$ cat config.mk
export PLATFORM = sky130hd
export DESIGN_NAME = bridge_adc_serial_reader_unit
export DESIGN_NICKNAME = d
export VERILOG_FILES = /design/src/design/badc_pkg.sv /design/src/design/bridge_adc_serial_reader_unit.sv /design/src/design/badc_tick_ctrl.sv /design/src/design/badc_scale_unit.sv
export SDC_FILE = /design/constraint.sdc
export NUM_CORES = 2
export LEC_CHECK = 0
export BUFFER_PORTS_ARGS = -buffer_cell sky130_fd_sc_hd__buf_2
export CORE_MARGIN = 2
export CORE_UTILIZATION = 55
export DETAILED_ROUTE_END_ITERATION = 16
export PLACE_DENSITY = 0.74
export SYNTH_ARGS = -nofsm -noshare
export SYNTH_HDL_FRONTEND = slang
export SYNTH_SLANG_ARGS = --single-unit
$ cat constraint.sdc
create_clock -name clock -period 8.3 [get_ports clock]
set_clock_uncertainty 0.1 [all_clocks]
set_input_delay 1.66 -clock clock [delete_from_list [all_inputs] [get_ports clock]]
set_output_delay 1.66 -clock clock [all_outputs]
set_load 0.02 [all_outputs]
$ cat src/design/badc_pkg.sv
package badc_pkg;

   localparam int unsigned DefSampleBits = 20;
   localparam int unsigned DefCalPulses  = 26;

   localparam int unsigned GainW  = 8;
   localparam int unsigned VrefW  = 23;
   localparam int unsigned RawW   = 20;
   localparam int unsigned UvW    = 24;
   localparam int unsigned PulseW = 5;
   localparam int unsigned CsrW   = 23;

   localparam logic [GainW-1:0] GainReset = 8'd64;
   localparam logic [VrefW-1:0] VrefReset = 23'd2500000;

   localparam logic signed [UvW-1:0] UvMax = 24'sh7FFFFF;
   localparam logic signed [UvW-1:0] UvMin = 24'sh800000;

   typedef enum logic [2:0] {
      OP_NONE = 3'd0,
      OP_READ = 3'd1,
      OP_CAL  = 3'd2,
      OP_PDWN = 3'd3,
      OP_WAKE = 3'd4
   } op_type;

   typedef enum logic [1:0] {
      MODE_IDLE = 2'd0,
      MODE_READ = 2'd1,
      MODE_CAL  = 2'd2
   } mode_type;

   typedef enum logic {
      CSR_GAIN = 1'b0,
      CSR_VREF = 1'b1
   } csr_idx_type;

   typedef enum logic {
      TOP_IDLE  = 1'b0,
      TOP_SCALE = 1'b1
   } top_state_type;

   typedef enum logic [1:0] {
      SC_IDLE = 2'd0,
      SC_MUL  = 2'd1,
      SC_DIV  = 2'd2,
      SC_DONE = 2'd3
   } scale_state_type;

   typedef struct packed {
      logic sclk;
      logic pdwn;
      logic busy;
      logic done;
   } tick_res_type;

endpackage

$ cat src/design/bridge_adc_serial_reader_unit.sv
// Serial readout master for a 20-bit bridge converter.
// Each transfer on the req_ channel is one one-microsecond tick carrying a
// command and the sampled level of the converter data pin. For every tick
// the block returns one transfer on the rsp_ channel with the clock and
// power-down pin levels, a busy flag and, on the last tick of a read, the
// signed code and its value in microvolts.
// rsp_tvalid rises in the cycle after an ordinary tick is accepted, and
// ordinary ticks can follow back to back, one per cycle while rsp_tready is
// high. The last tick of a read runs the scaling unit: it forms the divisor,
// then the SAMPLE_BITSx23 product, then one restoring-division step per cycle
// over SAMPLE_BITS+23 dividend bits, the last step also loading its output
// register; the result then passes into this block's output register once free.
// req_tready is low while that unit works.
// The user writes gain and reference through the csr_ port only while no
// tick is in flight; the block does not enforce it. Reset idles the sequencer,
// powers the converter down and restores gain 64 and reference 2500000 uV.
// A result waits in the output register while rsp_tready is low; one more
// tick can be accepted only once that register is being emptied.
module bridge_adc_serial_reader_unit #(
   parameter int unsigned SAMPLE_BITS = badc_pkg::DefSampleBits,
   parameter int unsigned CAL_PULSES  = badc_pkg::DefCalPulses
) (
   input  logic                        clock,
   input  logic                        reset,
   input  logic                        req_tvalid,
   output logic                        req_tready,
   input  logic [7:0]                  req_tdata,  // opcode[2:0], dout_level[3], zero pad
   output logic                        rsp_tvalid,
   input  logic                        rsp_tready,
   output logic [47:0]                 rsp_tdata,  // sclk_level[0], pdwn_level[1],
                                                   // busy_res[2], sample_done[3],
                                                   // raw_value[23:4], microvolts[47:24]
   input  logic                        csr_we,
   input  logic                        csr_addr,
   input  logic [badc_pkg::CsrW-1:0]   csr_wdata
);
   import badc_pkg::*;

   localparam logic signed [24:0] RawMax = 25'sd524287;
   localparam logic signed [24:0] RawMin = -25'sd524288;

   top_state_type           state_ff, state_in;
   logic [GainW-1:0]        gain_ff;
   logic [VrefW-1:0]        vref_ff;
   logic                    rsp_valid_ff, rsp_valid_in;
   tick_res_type            out_res_ff, out_res_in;
   logic signed [RawW-1:0]  raw_ff, raw_in;
   logic signed [UvW-1:0]   uv_ff, uv_in;
   tick_res_type            pend_res_ff, pend_res_in;
   logic signed [RawW-1:0]  pend_raw_ff, pend_raw_in;

   tick_res_type            tick_res;
   logic [SAMPLE_BITS-1:0]  code;
   logic signed [24:0]      code_ext;
   logic signed [RawW-1:0]  code_raw;
   logic                    accept;
   logic                    slot_free;
   logic                    scale_start;
   logic                    scale_ack;
   logic                    scale_done;
   logic signed [UvW-1:0]   scale_uv;

   assign slot_free  = !rsp_valid_ff || rsp_tready;
   assign req_tready = (state_ff == TOP_IDLE) && slot_free;
   assign accept     = req_tvalid && req_tready;

   badc_tick_ctrl #(
      .SAMPLE_BITS (SAMPLE_BITS),
      .CAL_PULSES  (CAL_PULSES)
   ) u_tick (
      .clock      (clock),
      .reset      (reset),
      .step       (accept),
      .opcode     (req_tdata[2:0]),
      .dout_level (req_tdata[3]),
      .tick_res   (tick_res),
      .code       (code)
   );

   badc_scale_unit #(
      .SAMPLE_BITS (SAMPLE_BITS)
   ) u_scale (
      .clock      (clock),
      .reset      (reset),
      .start      (scale_start),
      .ack        (scale_ack),
      .code       (code),
      .gain       (gain_ff),
      .vref       (vref_ff),
      .done       (scale_done),
      .microvolts (scale_uv)
   );

   // Codes wider than the raw field clamp to its signed range.
   assign code_ext = 25'(signed'(code));
   assign code_raw = (code_ext > RawMax) ? RawMax[RawW-1:0] :
                     (code_ext < RawMin) ? RawMin[RawW-1:0] : code_ext[RawW-1:0];

   always_ff @(posedge clock) begin
      if (reset) begin
         gain_ff <= GainReset;
         vref_ff <= VrefReset;
      end else if (csr_we) begin
         unique case (csr_idx_type'(csr_addr))
            CSR_GAIN: gain_ff <= csr_wdata[GainW-1:0];
            CSR_VREF: vref_ff <= csr_wdata[VrefW-1:0];
            default: ;
         endcase
      end
   end

   always_ff @(posedge clock) begin
      if (reset) begin
         state_ff     <= TOP_IDLE;
         rsp_valid_ff <= 1'b0;
      end else begin
         state_ff     <= state_in;
         rsp_valid_ff <= rsp_valid_in;
      end
   end

   always_ff @(posedge clock) begin
      out_res_ff  <= out_res_in;
      raw_ff      <= raw_in;
      uv_ff       <= uv_in;
      pend_res_ff <= pend_res_in;
      pend_raw_ff <= pend_raw_in;
   end

   always_comb begin
      state_in     = state_ff;
      rsp_valid_in = rsp_valid_ff && !rsp_tready;
      out_res_in   = out_res_ff;
      raw_in       = raw_ff;
      uv_in        = uv_ff;
      pend_res_in  = pend_res_ff;
      pend_raw_in  = pend_raw_ff;
      scale_start  = 1'b0;
      scale_ack    = 1'b0;

      unique case (state_ff)
         TOP_IDLE: begin
            if (accept) begin
               if (tick_res.done) begin
                  // Final read tick: hold its pins until the scaled value is ready.
                  scale_start = 1'b1;
                  pend_res_in = tick_res;
                  pend_raw_in = code_raw;
                  state_in    = TOP_SCALE;
               end else begin
                  rsp_valid_in = 1'b1;
                  out_res_in   = tick_res;
                  raw_in       = '0;
                  uv_in        = '0;
               end
            end
         end
         TOP_SCALE: begin
            if (scale_done && slot_free) begin
               scale_ack    = 1'b1;
               rsp_valid_in = 1'b1;
               out_res_in   = pend_res_ff;
               raw_in       = pend_raw_ff;
               uv_in        = scale_uv;
               state_in     = TOP_IDLE;
            end
         end
         default: state_in = TOP_IDLE;
      endcase
   end

   assign rsp_tvalid = rsp_valid_ff;
   assign rsp_tdata  = {uv_ff, raw_ff, out_res_ff.done, out_res_ff.busy,
                        out_res_ff.pdwn, out_res_ff.sclk};

`ifndef SYNTH
   a_done_needs_busy: assert property (@(posedge clock) disable iff (reset)
      rsp_tvalid |-> !(out_res_ff.done && !out_res_ff.busy))
      else $error("read completion reported outside a sequence");
   a_idle_values_zero: assert property (@(posedge clock) disable iff (reset)
      (rsp_tvalid && !out_res_ff.done) |-> (raw_ff == '0 && uv_ff == '0))
      else $error("value reported on a tick without a completed read");
   a_no_accept_scaling: assert property (@(posedge clock) disable iff (reset)
      (state_ff == TOP_SCALE) |-> !req_tready)
      else $error("tick accepted while scaling");
   a_scale_returns: assert property (@(posedge clock) disable iff (reset)
      scale_ack |=> (state_ff == TOP_IDLE && rsp_valid_ff))
      else $error("scaled result not presented");
`endif

endmodule

$ cat src/design/badc_tick_ctrl.sv
module badc_tick_ctrl #(
   parameter int unsigned SAMPLE_BITS = badc_pkg::DefSampleBits,
   parameter int unsigned CAL_PULSES  = badc_pkg::DefCalPulses
) (
   input  logic                     clock,
   input  logic                     reset,
   input  logic                     step,
   input  logic [2:0]               opcode,
   input  logic                     dout_level,
   output badc_pkg::tick_res_type   tick_res,
   output logic [SAMPLE_BITS-1:0]   code
);
   import badc_pkg::*;

   localparam logic [PulseW-1:0] ReadTotal = PulseW'(SAMPLE_BITS + 1);
   localparam logic [PulseW-1:0] CalTotal  = PulseW'(CAL_PULSES);
   localparam logic [PulseW-1:0] BitsTotal = PulseW'(SAMPLE_BITS);

   mode_type                 mode_ff, mode_in;
   logic [PulseW-1:0]        pulse_ff, pulse_in;
   logic [1:0]               phase_ff, phase_in;
   logic [SAMPLE_BITS-1:0]   shift_ff, shift_in;
   logic                     pdwn_ff, pdwn_in;

   always_ff @(posedge clock) begin
      if (reset) begin
         mode_ff  <= MODE_IDLE;
         pulse_ff <= '0;
         phase_ff <= '0;
         shift_ff <= '0;
         pdwn_ff  <= 1'b0;
      end else if (step) begin
         mode_ff  <= mode_in;
         pulse_ff <= pulse_in;
         phase_ff <= phase_in;
         shift_ff <= shift_in;
         pdwn_ff  <= pdwn_in;
      end
   end

   always_comb begin
      logic [PulseW-1:0] total;
      logic [PulseW-1:0] cnt;
      mode_in  = mode_ff;
      pulse_in = pulse_ff;
      phase_in = phase_ff;
      shift_in = shift_ff;
      pdwn_in  = pdwn_ff;
      tick_res = '0;
      total    = '0;
      cnt      = '0;

      if (mode_ff == MODE_IDLE) begin
         unique case (op_type'(opcode))
            OP_READ: begin
               mode_in  = MODE_READ;
               pulse_in = '0;
               phase_in = '0;
               shift_in = '0;
            end
            OP_CAL: begin
               mode_in  = MODE_CAL;
               pulse_in = '0;
               phase_in = '0;
            end
            OP_PDWN: pdwn_in = 1'b0;
            OP_WAKE: pdwn_in = 1'b1;
            default: ;
         endcase
      end

      if (mode_in != MODE_IDLE) begin
         total         = (mode_in == MODE_READ) ? ReadTotal : CalTotal;
         tick_res.busy = 1'b1;
         tick_res.sclk = (phase_in < 2'd2);
         // Data is sampled on the second high tick of each data pulse.
         if (mode_in == MODE_READ && phase_in == 2'd1 && pulse_in < BitsTotal) begin
            shift_in = {shift_in[SAMPLE_BITS-2:0], dout_level};
         end
         if (phase_in == 2'd3) begin
            phase_in = '0;
            cnt      = pulse_in + 1'b1;
            if (cnt >= total) begin
               tick_res.done = (mode_in == MODE_READ);
               mode_in       = MODE_IDLE;
               pulse_in      = '0;
            end else begin
               pulse_in = cnt;
            end
         end else begin
            phase_in = phase_in + 1'b1;
         end
      end
      tick_res.pdwn = pdwn_in;
   end

   assign code = shift_in;

`ifndef SYNTH
   a_done_is_busy: assert property (@(posedge clock) disable iff (reset)
      tick_res.done |-> tick_res.busy)
      else $error("read completion outside a sequence");
   a_phase_idle: assert property (@(posedge clock) disable iff (reset)
      (mode_ff == MODE_IDLE) |-> (phase_ff == 2'd0 && pulse_ff == '0))
      else $error("sequence counters not cleared when idle");
   a_pulse_bound: assert property (@(posedge clock) disable iff (reset)
      (mode_ff == MODE_READ) |-> (pulse_ff <= BitsTotal))
      else $error("read pulse count beyond its end");
`endif

endmodule

$ cat src/design/badc_scale_unit.sv
module badc_scale_unit #(
   parameter int unsigned SAMPLE_BITS = badc_pkg::DefSampleBits
) (
   input  logic                             clock,
   input  logic                             reset,
   input  logic                             start,
   input  logic                             ack,
   input  logic [SAMPLE_BITS-1:0]           code,
   input  logic [badc_pkg::GainW-1:0]       gain,
   input  logic [badc_pkg::VrefW-1:0]       vref,
   output logic                             done,
   output logic signed [badc_pkg::UvW-1:0]  microvolts
);
   import badc_pkg::*;

   localparam int unsigned CW   = SAMPLE_BITS;
   localparam int unsigned NW   = CW + VrefW;
   localparam int unsigned DENW = GainW + CW - 1;
   localparam int unsigned CNTW = $clog2(NW + 1);
   localparam logic [CW-2:0]   FullScale = {(CW-1){1'b1}};
   localparam logic [CNTW-1:0] LastIter  = CNTW'(NW - 1);

   scale_state_type       state_ff, state_in;
   logic [CNTW-1:0]       cnt_ff, cnt_in;
   logic [CW-1:0]         mag_ff, mag_in;
   logic                  neg_ff, neg_in;
   logic                  gzero_ff, gzero_in;
   logic [DENW-1:0]       den_ff, den_in;
   logic [DENW-1:0]       rem_ff, rem_in;
   logic [NW-1:0]         num_ff, num_in;
   logic signed [UvW-1:0] uv_ff, uv_in;

   always_ff @(posedge clock) begin
      if (reset) begin
         state_ff <= SC_IDLE;
      end else begin
         state_ff <= state_in;
      end
   end

   always_ff @(posedge clock) begin
      cnt_ff   <= cnt_in;
      mag_ff   <= mag_in;
      neg_ff   <= neg_in;
      gzero_ff <= gzero_in;
      den_ff   <= den_in;
      rem_ff   <= rem_in;
      num_ff   <= num_in;
      uv_ff    <= uv_in;
   end

   always_comb begin
      logic [DENW:0] trial;
      logic          qbit;
      state_in = state_ff;
      cnt_in   = cnt_ff;
      mag_in   = mag_ff;
      neg_in   = neg_ff;
      gzero_in = gzero_ff;
      den_in   = den_ff;
      rem_in   = rem_ff;
      num_in   = num_ff;
      uv_in    = uv_ff;
      trial    = {rem_ff, num_ff[NW-1]};
      qbit     = (trial >= {1'b0, den_ff});

      unique case (state_ff)
         SC_IDLE: begin
            if (start) begin
               neg_in   = code[CW-1];
               mag_in   = code[CW-1] ? (~code + 1'b1) : code;
               gzero_in = (gain == '0);
               den_in   = DENW'(gain) * DENW'(FullScale);
               state_in = SC_MUL;
            end
         end
         SC_MUL: begin
            num_in   = NW'(mag_ff) * NW'(vref);
            rem_in   = '0;
            cnt_in   = '0;
            state_in = SC_DIV;
         end
         SC_DIV: begin
            // Restoring division: one quotient bit per cycle shifts in behind
            // the dividend bits.
            rem_in = qbit ? DENW'(trial - {1'b0, den_ff}) : trial[DENW-1:0];
            num_in = {num_ff[NW-2:0], qbit};
            cnt_in = cnt_ff + 1'b1;
            if (cnt_ff == LastIter) begin
               state_in = SC_DONE;
            end
         end
         SC_DONE: begin
            if (ack) begin
               state_in = SC_IDLE;
            end
         end
         default: state_in = SC_IDLE;
      endcase

      // The quotient is complete once the last bit enters; saturate and sign it, or give zero for a zero gain.
      if (state_ff == SC_DIV && cnt_ff == LastIter) begin
         if (gzero_ff) begin
            uv_in = '0;
         end else if (!neg_ff) begin
            uv_in = (num_in > NW'(UvMax)) ? UvMax : signed'(num_in[UvW-1:0]);
         end else begin
            uv_in = (num_in > NW'(unsigned'(UvMin))) ? UvMin
                                                     : signed'(-num_in[UvW-1:0]);
         end
      end
   end

   assign done       = (state_ff == SC_DONE);
   assign microvolts = uv_ff;

`ifndef SYNTH
   a_start_when_idle: assert property (@(posedge clock) disable iff (reset)
      start |-> (state_ff == SC_IDLE))
      else $error("scaling started while the unit is busy");
   a_div_to_done: assert property (@(posedge clock) disable iff (reset)
      (state_ff == SC_DIV && cnt_ff == LastIter) |=> done)
      else $error("division did not finish after its last step");
   a_hold_result: assert property (@(posedge clock) disable iff (reset)
      (done && !ack) |=> (done && $stable(microvolts)))
      else $error("scaled result changed before it was taken");
`endif

endmodule
======== After elaboration in Yosys (flattened, before gate mapping) ========
Index checks and enable logic that the tools add are counted.
word-level totals
  bits in registers ....................... 285
  bits in latches ......................... 0
  memory bits (writable) .................. 0
  ROM bits ................................ 0
  input bits .............................. 37
  output and inout port bits .............. 50
  word-level logic and storage cells ...... 148
  memories ................................ 0
operators by class
  add/subtract/negate cells ............... 6
  $mul .................................... 2
  div/mod/pow operators ................... 0
  magnitude comparators ................... 8
  equality and inequality tests ........... 17
  shift-type cells ........................ 0
  mux-type cells .......................... 61
  bitwise gates (word level) .............. 3
  reductions and logical operators ........ 22
operator list
  cell                                                                               count
  20-bit two-way mux                                                                 8
  24-bit two-way mux                                                                 6
  43-bit case mux with 2 select lines                                                1
  27-bit case mux with 2 select lines                                                1
  24-bit case mux with 2 select lines                                                1
  43-bit by 23-bit greater-than comparator with 1-bit output, second input constant  1
  43-bit by 24-bit greater-than comparator with 1-bit output, second input constant  1
  20-bit by 23-bit multiplier with 43-bit output                                     1
  20-bit case mux with 2 select lines                                                1
  28-bit by 27-bit >= comparator with 1-bit output                                   1
  8-bit by 19-bit multiplier with 27-bit output, second input constant               1
  27-bit two-way mux                                                                 1
  27-bit subtractor                                                                  1
  5-bit two-way mux                                                                  5
  2-bit two-way mux                                                                  12
  24-bit negation                                                                    1
  20-bit by 1-bit adder with 20-bit output, second input constant                    1
  20-bit greater-than comparator, second input constant                              1
  20-bit less-than comparator, second input constant                                 1
  20-bit NOT                                                                         1
  19-bit two-way mux                                                                 1
  4-bit two-way mux                                                                  4
  1-bit two-way mux                                                                  13
  6-bit case mux with 2 select lines                                                 1
  28 further kinds                                                                   53

======== Longest topological paths before layout ========
  depth in word-level cells ............... 14
  depth in mapped cells ................... 32
  gate-level depth less buffers ........... 28

======== By module ========
A second synthesis with hierarchy kept.
unflattened totals
  cell total of the unflattened synthesis .. 3431
  area total of the unflattened synthesis .. 31989.4 um^2
by module, submodules not included
  module                         instances  cells an instance  area each (um^2)  sequential area each (um^2)
  badc_scale_unit                1          2859               25958.6           4083.9
  bridge_adc_serial_reader_unit  1          295                3837.4            2792.7
  badc_tick_ctrl                 1          277                2193.4            600.6

======== Least setup slack after synthesis ========
OpenSTA, ideal clock, no wires.
  kind .................................... reg2reg
  start point ............................. reg u_scale.mag_ff[10]
  end point ............................... reg u_scale.uv_ff[11] (netlist: u_scale.microvolts[11]) (data pin)
  setup time .............................. 0.261 ns
  data arrival time ....................... 8.028 ns
  required time ........................... 7.939 ns
  setup slack ............................. -0.089 ns
  cell stages (with the launch flop) ...... 29
  path buffers ............................ 3
  period minus slack after synthesis ...... 8.389 ns
  cell sequence ........................... edfxtp_1 clkbuf_1 and2_1 fa_1 inv_1 fa_1 fa_1 inv_1 fa_1 fa_1 fa_1 inv_1 fa_1 inv_1 ha_1 clkbuf_1 nand2_1 o21ai_0 nand3_1 o21ai_0 a211oi_1 o31ai_1 xor2_1 a221o_1 a2111oi_0 nand3_1 or2_1 clkbuf_1 o311a_1
on the way
  longest elaborated chain between the ends .. 5
  elaborated cells on any way between the ends .. 8
  classes of those cells .................. 1 x add/sub; 1 x mul; 2 x order compare; 4 x mux
RTL lines
  what                                                                                                                                      line                                            source
  start, declared                                                                                                                           badc_scale_unit.sv:25                           logic [CW-1:0] mag_ff, mag_in;
  start signal, assigned                                                                                                                    badc_scale_unit.sv:43                           mag_ff <= mag_in;
  20-bit by 23-bit multiplier with 43-bit output *                                                                                          badc_scale_unit.sv:78                           num_in = NW'(mag_ff) * NW'(vref);
  43-bit case mux with 2 select lines *                                                                                                     badc_scale_unit.sv:67                           unique case (state_ff)
  named net u_scale.num_in[35]                                                                                                              badc_scale_unit.sv:30                           logic [NW-1:0] num_ff, num_in;
  43-bit by 23-bit greater-than comparator with 1-bit output or 43-bit by 24-bit greater-than comparator with 1-bit output (tied branches)  badc_scale_unit.sv:106, badc_scale_unit.sv:108
  24-bit two-way mux, on equally long branches                                                                                              badc_scale_unit.sv:106, badc_scale_unit.sv:108
  24-bit two-way mux *                                                                                                                      badc_scale_unit.sv:105                          end else if (!neg_ff) begin
  end signal, assigned                                                                                                                      badc_scale_unit.sv:49                           uv_ff <= uv_in;
  end, declared                                                                                                                             badc_scale_unit.sv:31                           logic signed [UvW-1:0] uv_ff, uv_in;
Mark *: on every way through the listed nets, which the timed path passes. The rest lies on a longest branch.
A chain may end at the register's enable or synchronous reset.

======== Final worst setup path ========
  start point ............................. reg u_scale.mag_ff[3]
  end point ............................... reg u_scale.uv_ff[9] (netlist: u_scale.microvolts[9]) (data pin)
The elaborated chain is that of the path after synthesis.

==> metrics.md <==
| Metric | Value |
|---|---|
| Result of the run | `finished with violations` |
| Violations in the final reports | `setup timing` |
| Minimum setup slack in the final design | `-0.07262 ns` |
| Hold Crit Class | `flop to flop` |
| Total number of yosys warnings | `0` |
| Maximum fanout count along the critical path | `12` |
| Worst-case clock buffer depth | `3` |
| Net count of the finished layout | `4297` |
| Max-cap violations | `0` |
| Final GP Congestion | `0.9294` |
| CP Capture Type | `flop` |
| Slew headroom | `21.60%` |
| CTS Hold Buffers Added | `0` |
| DR vias | `24330` |
| DRC viols | `0` |
| Via count of the first global-routing pass | `24940` |
| Synth unique cells | `90` |
| Setup_tns | `-0.4521 ns` |
| Fin. Hold Viols | `0` |
| Die outline width | `242.5 um` |
| Remaining antenna violation count | `0` |
| Total overflow reported by the global router | `0` |
| Worst path required time | `8.55 ns` |
| Arrival time of the worst setup path | `8.62 ns` |
| Ratio of final minimum period to clock period | `100.9%` |
| Maximum cell stage delay along the critical path | `0.55 ns` |
| Die area | `58790 um^2` |
| Final max-slew violation count | `0` |
| Rows | `87` |
| Share of flip-flops with an asynchronous set or reset after synthesis | `0%` |
| Summed instance area of the synthesized netlist | `31280 um^2` |
| First DRT Iteration DRCs | `1568` |
| Number of vias per cell after detailed routing | `5.533` |
| Clock transition at the registers of the reported paths | `0.06 ns` |
| Maximum number of pins on one net before global-route repair | `56` |
| Number of synthesized register bits | `285` |
| Number of antenna diodes | `0` |
| WS Path Type | `flop to flop` |
| Initial core utilization | `55.58%` |
| Number of enable-type register cells in the synthesized netlist | `177` |
| Average cell area after synthesis | `9.194 um^2` |
| Cells after Synth | `3402` |
| Number of iterations in the first detailed-routing pass | `5` |
| Insertion delay of the later-clocked pin in the worst-skew pair | `0.61 ns` |
| Dominant cell type by count on the critical path | `sky130_fd_sc_hd__fa_1` |
| # H-tree levels | `1` |
| Total routed wirelength | `75.10 mm` |
| Number of antenna violations at the first check in global routing | `3` |
| Ratio of cells with drive above 1 in the final layout | `14.23%` |
| Number of buffers inserted during clock tree synthesis | `31` |
| Core area | `56280 um^2` |
| Num Clock Sinks | `285` |
| Final number of setup-violating endpoints | `13` |
| Startpoint Class | `flop` |
| RSZ-0062 raised after global routing | `yes` |
| Primary flip-flop cell chosen by synthesis mapping | `sky130_fd_sc_hd__edfxtp_1` |
| Synthesis-to-layout area growth | `14.05%` |
| Slowest library cell on the worst path | `sky130_fd_sc_hd__fa_1` |
| IO Count | `87` |
| Period minus WS final | `8.373 ns` |
| Wire length of the first global-routing pass | `124.2 mm` |
| Per-cell routed wire length | `17.08 um` |
| Overall track demand over capacity in global routing | `25.70%` |
| Post-synthesis net count | `4083` |
| Peak Freq | `119.4 MHz` |
| TritonCTS clock tree | `yes` |
| Die extent in y | `242.5 um` |
| Buffer cell driving the clock tree root | `sky130_fd_sc_hd__clkbuf_16` |
| HPWL reported at the end of detailed placement | `59.81 mm` |
| Pin slew with the least headroom to its limit | `1.175 ns` |
| Seq/Total Area, Yosys | `23.90%` |
| Port-buffer cells | `82` |
==> worst paths after layout <==
path	startpoint	end	slack [ns]	depth (start not counted)
setup reg to reg	u_scale.mag_ff[3]$_DFFE_PP_	u_scale.microvolts[9]$_SDFFCE_PP0P_	-0.07	31
hold reg to reg	u_tick.shift_ff[19]$_SDFFE_PP0P_	u_tick.shift_ff[19]$_SDFFE_PP0P_	0.36	2
setup / recovery	u_scale.mag_ff[3]$_DFFE_PP_	u_scale.microvolts[9]$_SDFFCE_PP0P_	-0.07	31
hold / removal	u_tick.shift_ff[19]$_SDFFE_PP0P_	u_tick.shift_ff[19]$_SDFFE_PP0P_	0.36	2
==> cells in the mapped netlist (5+ instances only) <==
cell                         n  area [um^2]
sky130_fd_sc_hd__a211oi_1   19        142.6
sky130_fd_sc_hd__o31a_1      6        52.55
sky130_fd_sc_hd__o22ai_1     9        56.30
sky130_fd_sc_hd__dfxtp_1   108         2162
sky130_fd_sc_hd__o31ai_1    19        142.6
sky130_fd_sc_hd__and2_1    302         1889
sky130_fd_sc_hd__xor2_1     30        262.8
sky130_fd_sc_hd__inv_1     579         2173
sky130_fd_sc_hd__o221ai_1    6        52.55
sky130_fd_sc_hd__or3_1       6        37.54
sky130_fd_sc_hd__o21ai_0    70        350.3
sky130_fd_sc_hd__a31oi_1    13        81.33
sky130_fd_sc_hd__ha_1      239         2990
sky130_fd_sc_hd__fa_1      405         8108
sky130_fd_sc_hd__nand2_1   422         1584
sky130_fd_sc_hd__o32ai_1     6        52.55
sky130_fd_sc_hd__a22oi_1    22        165.2
sky130_fd_sc_hd__o21bai_1    9        67.56
sky130_fd_sc_hd__and3_1     26        162.7
sky130_fd_sc_hd__a221oi_1    5        43.79
sky130_fd_sc_hd__or2_2       5        31.28
sky130_fd_sc_hd__clkbuf_1  159        596.8
sky130_fd_sc_hd__o21a_1     17        127.6
sky130_fd_sc_hd__a21oi_1   165        825.8
sky130_fd_sc_hd__nor4_1     13        81.33
sky130_fd_sc_hd__nor3_1     38        190.2
sky130_fd_sc_hd__nor2_1    146        548.0
sky130_fd_sc_hd__buf_1       6        22.52
sky130_fd_sc_hd__a21boi_0    6        45.04
sky130_fd_sc_hd__nand3_1    45        225.2
sky130_fd_sc_hd__xnor2_1    57        499.2
sky130_fd_sc_hd__o311a_1    10        100.1
sky130_fd_sc_hd__o211ai_1   11        82.58
sky130_fd_sc_hd__o21ai_1     8        40.04
sky130_fd_sc_hd__nand4_1    29        181.4
sky130_fd_sc_hd__a21o_1     40        300.3
sky130_fd_sc_hd__a221o_1     7        70.07
sky130_fd_sc_hd__edfxtp_1  177         5315
sky130_fd_sc_hd__nand2b_1   15        93.84
sky130_fd_sc_hd__a211o_1     7        61.31
sky130_fd_sc_hd__mux2_2      5        56.30
sky130_fd_sc_hd__nor2b_1    15        93.84
sky130_fd_sc_hd__a311oi_1    5        43.79
sky130_fd_sc_hd__mux2i_1    30        300.3
sky130_fd_sc_hd__buf_2       6        30.03
==> flip-flops by register name, indices dropped and copies added, names as in the netlist, 6 cells and up <==
signal / flops
vref_ff: 23
u_scale.rem_ff: 27
u_scale.num_ff: 43
raw_ff: 20
pend_raw_ff: 20
u_scale.mag_ff: 20
gain_ff: 8
u_scale.den_ff: 27
u_tick.shift_ff: 20
u_scale.microvolts: 24
uv_ff: 24
u_scale.cnt_ff: 6
==> cell usage in the layout (no fill, tap or decap), types with 8 or more instances in the layout <==
cell / instances
sky130_fd_sc_hd__inv_1: 579
sky130_fd_sc_hd__nand2_1: 421
sky130_fd_sc_hd__fa_1: 403
sky130_fd_sc_hd__and2_1: 299
sky130_fd_sc_hd__buf_4: 254
sky130_fd_sc_hd__ha_1: 231
sky130_fd_sc_hd__edfxtp_1: 177
sky130_fd_sc_hd__a21oi_1: 153
sky130_fd_sc_hd__nor2_1: 142
sky130_fd_sc_hd__dfxtp_1: 100
sky130_fd_sc_hd__buf_2: 82
sky130_fd_sc_hd__o21ai_0: 67
sky130_fd_sc_hd__xnor2_1: 57
sky130_fd_sc_hd__nand3_1: 45
sky130_fd_sc_hd__a21o_1: 39
sky130_fd_sc_hd__nor3_1: 33
sky130_fd_sc_hd__clkbuf_16: 31
sky130_fd_sc_hd__mux2i_1: 30
sky130_fd_sc_hd__xor2_1: 30
sky130_fd_sc_hd__nand4_1: 29
sky130_fd_sc_hd__and3_1: 26
sky130_fd_sc_hd__a22oi_1: 22
sky130_fd_sc_hd__o21a_1: 17
sky130_fd_sc_hd__o31ai_1: 17
sky130_fd_sc_hd__nor2b_1: 15
sky130_fd_sc_hd__a211oi_1: 15
sky130_fd_sc_hd__nand2b_1: 15
sky130_fd_sc_hd__a21oi_2: 13
sky130_fd_sc_hd__a31oi_1: 12
sky130_fd_sc_hd__o211ai_1: 11
sky130_fd_sc_hd__buf_12: 11
sky130_fd_sc_hd__o311a_1: 10
sky130_fd_sc_hd__o21bai_1: 9
sky130_fd_sc_hd__o21ai_1: 8
sky130_fd_sc_hd__buf_6: 8
sky130_fd_sc_hd__dfxtp_2: 8
==> timing repair <==
| item | CTS | global route |
|---|---|---|
| setup endpoints to repair | 24 | 24 |
| gates resized for setup | 65 | 34 |
| setup buffers | 4 | 4 |
| pin swaps | 11 | 25 |
==> per-stage QoR <==
| step | area (um^2) | utilization [%] | std cells | hold slack (ns) | setup slack (ns) |
|---|---|---|---|---|---|
| floorplan | 31310 | - | 3402 | 0.3360 | 0.008299 |
| global placement | 34080 | 60.55 | 4331 | 0.3470 | -0.3632 |
| detailed placement | 34080 | 60.55 | 4331 | 0.3516 | -0.4150 |
| CTS | 35440 | 62.97 | 4393 | 0.3602 | -0.01391 |
| global route | 35670 | 63.39 | 4397 | 0.3799 | -0.3310 |
| finish | 35670 | 63.39 | 4397 | 0.3584 | -0.07262 |
==> layout make-up <==
cell class	instances	area, um^2
multi-input cells	2360	21420
fillers	4601	20600
flip-flops and latches	285	7487
repair buffers	355	2628
inverters	583	2188
well taps	756	945.9
clock buffers	35	800.8
clock inverters	23	205.2
==> routing by layer <==
layer	up-vias	wire (um)	track usage, %	part of all wire [%]
met1	12030	31840	34.38	42
met3	148	5213	4.143	6.9
met4	4	1824	5.973	2.4
met2	726	36200	43.90	48
li1	11430	-	-	-
met5	-	21	0	0.028
==> logic make-up after synthesis <==
| group | after synthesis | share of synthesized area [%] |
|---|---|---|
| AO/OA/AOI/OAI | 504 | 10.64 |
| XOR/XNOR | 87 | 2.436 |
| AND/OR/NAND/NOR | 1090 | 17.23 |
| adder cells (fa/ha/maj) | 644 | 35.48 |
| flip-flops | 285 | 23.90 |
| buffers and inverters | 757 | 9.168 |
| multiplexers | 35 | 1.140 |
==> worst max-delay path: cells and delay by family (launching register included) <==
kind / cells / cell delay (ns)
buffers and inverters: 10 / 1.02
AO/OA/AOI/OAI: 8 / 1.82
AND/OR/NAND/NOR: 5 / 0.82
flip-flops: 1 / 0.41
adder cells (fa/ha/maj): 8 / 3.98
Power is not shown: default switching activity piles up to over one toggle a cycle in this logic, so the estimate is an artifact.
